File: config.mk
export PLATFORM = sky130hd
export DESIGN_NAME = fgr_remap
export DESIGN_NICKNAME = d
export VERILOG_FILES = /design/src/sv/fgr_pkg.sv /design/src/sv/fgr_remap.sv
export SDC_FILE = /design/constraint.sdc
export NUM_CORES = 1
export LEC_CHECK = 0
export CORE_MARGIN = 4
export CORE_UTILIZATION = 65
export DETAILED_ROUTE_END_ITERATION = 8
export DONT_BUFFER_PORTS = 1
export PLACE_DENSITY = 0.78
export SLEW_MARGIN = 15
export SYNTH_ARGS = -nofsm -noshare
export SYNTH_HDL_FRONTEND = slang
export SYNTH_SLANG_ARGS = --single-unit
File: constraint.sdc
create_clock -name clock -period 3.25 [get_ports clock]
set_input_delay 0.325 -clock clock [delete_from_list [all_inputs] [get_ports clock]]
set_output_delay 0.325 -clock clock [all_outputs]
set_load 0.05 [all_outputs]
File: src/sv/fgr_pkg.sv
`default_nettype none

package fgr_pkg;

   localparam int SIDE_DEFAULT = 256;

   localparam int PIX_W   = 24;
   localparam int CHAN_W  = 8;
   localparam int CSR_IDX_W = 3;
   localparam int CSR_DAT_W = 8;

   localparam logic [CHAN_W-1:0] CHAN_WHITE = 8'hFF;

   typedef enum logic [3:0] {
      MODE_FLIP_H   = 4'd0,
      MODE_FLIP_V   = 4'd1,
      MODE_ROT90    = 4'd2,
      MODE_ROT180   = 4'd3,
      MODE_ROT270   = 4'd4,
      MODE_MIRROR_L = 4'd5,
      MODE_MIRROR_R = 4'd6,
      MODE_MIRROR_U = 4'd7,
      MODE_MIRROR_D = 4'd8,
      MODE_ZOOM     = 4'd9,
      MODE_SHUFFLE  = 4'd10,
      MODE_CROP     = 4'd11
   } fgr_mode_type;

   typedef enum logic [CSR_IDX_W-1:0] {
      REG_TRANSFORM_MODE   = 3'd0,
      REG_ZOOM_QUARTER     = 3'd1,
      REG_QUADRANT_SOURCES = 3'd2,
      REG_CROP_LEFT        = 3'd3,
      REG_CROP_TOP         = 3'd4,
      REG_CROP_HEIGHT      = 3'd5,
      REG_CROP_WIDTH       = 3'd6
   } fgr_reg_type;

   localparam logic [3:0] MODE_RESET  = 4'd15;
   localparam logic [1:0] ZOOM_RESET  = 2'd0;
   localparam logic [7:0] QSRC_RESET  = 8'd228;
   localparam logic [7:0] CROP_ORIGIN_RESET = 8'd0;
   localparam logic [7:0] CROP_SPAN_RESET   = 8'd255;

   typedef struct packed {
      logic [3:0] transform_mode;
      logic [1:0] zoom_quarter;
      logic [7:0] quadrant_sources;
      logic [7:0] crop_left;
      logic [7:0] crop_top;
      logic [7:0] crop_height;
      logic [7:0] crop_width;
   } fgr_cfg_type;

   // per-item control carried down the pipe
   typedef struct packed {
      logic rd;     // read, produces a result
      logic wr;     // store into the frame
      logic white;  // crop: outside window
      logic zero;   // read outside the frame
   } fgr_ctl_type;

endpackage

`default_nettype wire

File: src/sv/fgr_remap.sv
`default_nettype none

module fgr_remap import fgr_pkg::*; #(
   parameter int SIDE = SIDE_DEFAULT,
   localparam int CW = $clog2(SIDE)
) (
   input  wire logic              clock,
   input  wire logic              reset,
   input  wire logic              accept,
   input  wire logic              kind,
   input  wire logic [7:0]        row,
   input  wire logic [7:0]        col,
   input  wire logic [PIX_W-1:0]  pix,
   input  wire fgr_cfg_type       cfg,
   output fgr_ctl_type            ctl_out,
   output logic [CW-1:0]          src_row_out,
   output logic [CW-1:0]          src_col_out,
   output logic [PIX_W-1:0]       pix_out
);

   localparam int HALF_I = SIDE / 2;
   localparam int LAST_I = SIDE - 1;
   localparam int PAIR_I = 2 * (SIDE / 2);
   localparam logic [CW-1:0] HALF = CW'(HALF_I);
   localparam logic [CW-1:0] LAST = CW'(LAST_I);
   localparam logic [CW-1:0] ZERO = '0;

   fgr_ctl_type      ctl_ff, ctl_in;
   logic [CW-1:0]    src_row_ff, src_row_in;
   logic [CW-1:0]    src_col_ff, src_col_in;
   logic [PIX_W-1:0] pix_ff;

   logic          in_range;
   logic [CW-1:0] r, c, rr, cc;
   logic          lo, rt;
   logic [1:0]    quad;
   logic [1:0]    qsrc;
   logic [8:0]    row_end, col_end;
   logic          outside;

   always_comb begin
      in_range = (32'(row) < 32'(SIDE)) && (32'(col) < 32'(SIDE));
      r  = CW'(row);
      c  = CW'(col);
      rr = LAST - r;
      cc = LAST - c;
      lo = (r >= HALF);
      rt = (c >= HALF);
      quad = {lo, rt};
      qsrc = cfg.quadrant_sources[{quad, 1'b0} +: 2];
      row_end = {1'b0, cfg.crop_top} + {1'b0, cfg.crop_height};
      col_end = {1'b0, cfg.crop_left} + {1'b0, cfg.crop_width};
      outside = (row < cfg.crop_top) || ({1'b0, row} > row_end) ||
                (col < cfg.crop_left) || ({1'b0, col} > col_end);

      src_row_in = r;
      src_col_in = c;
      unique case (cfg.transform_mode)
         MODE_FLIP_H:   src_col_in = cc;
         MODE_FLIP_V:   src_row_in = rr;
         MODE_ROT90: begin
            src_row_in = cc;
            src_col_in = r;
         end
         MODE_ROT180: begin
            src_row_in = rr;
            src_col_in = cc;
         end
         MODE_ROT270: begin
            src_row_in = c;
            src_col_in = rr;
         end
         MODE_MIRROR_L: src_col_in = (c > cc) ? cc : c;
         MODE_MIRROR_R: src_col_in = (c < cc) ? cc : c;
         MODE_MIRROR_U: src_row_in = (r > rr) ? rr : r;
         MODE_MIRROR_D: src_row_in = (r < rr) ? rr : r;
         MODE_ZOOM: begin
            src_row_in = (r >> 1) + (cfg.zoom_quarter[1] ? HALF : ZERO);
            src_col_in = (c >> 1) + (cfg.zoom_quarter[0] ? HALF : ZERO);
         end
         MODE_SHUFFLE: begin
            // odd side: last row/column beyond both halves passes through
            if ((32'(r) < 32'(PAIR_I)) && (32'(c) < 32'(PAIR_I))) begin
               src_row_in = r - (lo ? HALF : ZERO) + (qsrc[1] ? HALF : ZERO);
               src_col_in = c - (rt ? HALF : ZERO) + (qsrc[0] ? HALF : ZERO);
            end
         end
         default: begin
            src_row_in = r;
            src_col_in = c;
         end
      endcase

      // stores always go to the addressed pixel
      if (!kind) begin
         src_row_in = r;
         src_col_in = c;
      end

      ctl_in.rd    = accept && kind;
      ctl_in.wr    = accept && !kind && in_range;
      ctl_in.zero  = !in_range;
      ctl_in.white = in_range && outside && (cfg.transform_mode == MODE_CROP);
   end

   always_ff @(posedge clock) begin
      if (reset) begin
         ctl_ff <= '0;
      end else begin
         ctl_ff <= ctl_in;
      end
   end

   always_ff @(posedge clock) begin
      src_row_ff <= src_row_in;
      src_col_ff <= src_col_in;
      pix_ff     <= pix;
   end

   assign ctl_out     = ctl_ff;
   assign src_row_out = src_row_ff;
   assign src_col_out = src_col_ff;
   assign pix_out     = pix_ff;

endmodule

`default_nettype wire

==> flow_summary_export.csv <==
group,metric,value,unit
synthesis,synth_top_area_share,0.2084,
timing,maxSlewHeadroom,0.4205,
synthesis,synth_top_area_cell,"dfxtp_1",
timing,post-route-period-util,0.8460,
placement,numPortBuffers,0,
placement,dp_cells,557,
global_route,grt_usage,0.2873,
global_route,grt_pass1_wl,17730,microns
global_route,grt_pass1_vias,3735,
timing,fmax,363.7,MHz
die,ioPinCount,134,
die,coreArea,0.006026,sq mm
clock_network,numCtsBuffers,5,
clock_network,cts_resized,0,
drt,route.met2.wl,5319,microns
global_route,grt_max_degree,38,
synthesis,synth_top_cells_by_count,"ha_1, dfxtp_1, inv_1, a21oi_1, o21ai_0",
synthesis,synth_adder_area_share,0.2036,
drt,vias_per_cell,6.809,
synthesis,netlist_instances,500,
final_layout,stdcell_count,565,
timing,setup-tns-final,0,ns
power_and_ir_drop,leakagePower,1.862,nW
drt,drc,0,
clock_network,h-tree-depth,2,
die,die-width,87.72,microns
timing,rsz0062_at_grt,"false",
synthesis,synth_xor_area_frac,0.05907,
timing,worst_pin_slew,0.8676,ns
synthesis,synthDistinctLibCells,71,
outcome,outcome,"complete, no violations",
drt,wl_per_cell,19.53,microns
synthesis,synth_compound_area_frac,0.2723,
timing,timing.hold.ws,0.04376,ns
synthesis,synth_most_common_cell,"ha_1",
final_layout,area_delta_synth_final,2.575,%
drt,first_pass_iters,5,
timing,hold_viol,0,
clock_network,hold_buffers,0,
critical_path,crit_arrival,2.95,ns
drt,wl_met3,907,microns
drt,met1_length,4535,microns
synthesis,syn_nets,656,
synthesis,async_flop_share,0,
final_layout,fillers,512,
critical_path,cp_max_fo,3,
synthesis,synth_top_family_by_area,"compound AO/OA/AOI/OAI gates",
synthesis,avgSynthCellArea,8.260,sq um
clock_network,clk_pin_slew,0.09,ns
power_and_ir_drop,power.density,375.3,mW/mm^2
power_and_ir_drop,ir_worst_vdd,0.3968,mV
clock_network,clkSinkCount,43,
drt,wirelength,11030,microns
die,start_util,0.6854,
clock_network,post_cts_buffers,0,
synthesis,netlist_area,0.004130,sq mm
synthesis,yosysWarnings,0,
timing,drv_slew,0,
synthesis,synth_seq_area_share,0.2084,
die,dieHeight,87.72,microns
synthesis,synth_flop_cell,"dfxtp_1",
drt,highest_layer,"met4",
synthesis,ys_ff_latch,43,
global_route,antenna_found_initial,0,
final_layout,diodes,0,
hold_path,hp-class,"primary input to flip-flop",
critical_path,start_kind,"primary input",
die,fp.dieArea,0.007694,sq mm
clock_network,cts_tree,"built",
power_and_ir_drop,total_power,1.590,mW
placement,routabilityCongestion,0.9658,
synthesis,synth.area.mux_share,0.03605,
drt,drtAntennaViolNets,0,
critical_path,path_class,"primary input to flip-flop",
clock_network,root_buffer,"clkbuf_8",
die,rows,28,
placement,post-dp-hpwl,8723,microns
drt,via_count,3847,
synthesis,synthTopCellsByArea,"dfxtp_1, ha_1, a21oi_1, o21ai_0, inv_1",
synthesis,synthSimpleGateAreaFrac,0.1593,
timing,setup_viol,0,
critical_path,worstSetupEndpointType,"flip-flop",
final_layout,layout-drive-gt1-share,0.04286,
final_layout,finalNetCount,645,
run,drv_cap,0,
global_route,globalRouteOverflowTotal,0,
critical_path,crit_required,3.45,ns
clock_network,clock_path_buffers,2,
synthesis,synth_edf_count,0,
drt,drt_iter0_markers,288,
timing,min_period,2.749,ns
## routing by layer
metal / vias up / global-route usage
met5: - / 0
met4: 0 / 0.09066
met3: 29 / 0.04704
met2: 196 / 0.4986
met1: 1790 / 0.3617
li1: 1832 / -
## cells in the final DEF, fill, tap and decap left out, types with 8 or more instances in the layout
| cell type | netlist | layout |
|---|---|---|
| ha_1 | 64 | 64 |
| dfxtp_1 | 43 | 43 |
| inv_1 | 39 | 39 |
| a21oi_1 | 37 | 37 |
| o21ai_0 | 33 | 33 |
| nor2_1 | 29 | 29 |
| nand2_1 | 20 | 20 |
| xnor2_1 | 15 | 15 |
| nand2b_1 | 13 | 13 |
| nor2b_1 | 13 | 13 |
| nor3_1 | 11 | 11 |
| xor2_1 | 11 | 11 |
| mux2i_1 | 10 | 10 |
| o21bai_1 | 8 | 8 |
| o21a_1 | 8 | 8 |
| a22oi_1 | 8 | 8 |
| a31oi_1 | 8 | 8 |
| a21o_1 | 8 | 8 |
## flip-flops by register name, indices dropped and copies added (netlist names)
signal and flops:
pix_out 24, ctl_out 3, src_row_out 8, src_col_out 8
## final timing paths
| check | depth (start not counted) | slack, ns | endpoint | start |
|---|---|---|---|---|
| hold / removal | 0 | 0.04 | pix_out[13] | pix[13] |
| setup / recovery | 12 | 0.50 | ctl_out[1] | cfg[0] |
## cell type report
class	count	area [sq um]	area share
Inverter	40	150.1	0.03544
Multi-Input combinational cell	398	3020	0.7129
Sequential cell	43	860.8	0.2032
Clock buffer	7	96.34	0.02274
Tap cell	75	93.84	0.02215
Clock inverter	1	7.507	0.001772
Timing Repair Buffer	1	7.507	0.001772
## worst max-delay path: stages
cell	delay [ns]
ha_1	0.20
fa_1	0.41
a21oi_1	0.20
nor2_1	0.10
o31a_1	0.28
nor2_1	0.11
xor2_1	0.16
ha_1	0.28
a211o_1	0.27
o211ai_1	0.18
a221oi_1	0.10
o31a_1	0.30
## power by group
group          internal [mW]  switching [mW]
clock network          0.193           0.182
registers              0.565           0.147
logic                  0.235           0.268
## through the flow
step | instance area (sq um) | setup WS (ns) | util
after floorplan | 4130 | 0.4077 | -
after detailed placement | 4133 | 0.2064 | 0.6858
after CTS | 4237 | 0.5253 | 0.7031
final | 4237 | 0.5006 | 0.7031
after global placement | 4133 | 0.3103 | 0.6858
after global routing | 4237 | 0.3333 | 0.7031
## kinds of logic after synthesis
logic type	after synthesis
compound gates	167
simple gates	125
fa+ha+maj	66
buf+inv	59
flops	43
xor+xnor	27
mux	12
other cells	1
No activity file was read; power rests on OpenSTA's default activity.
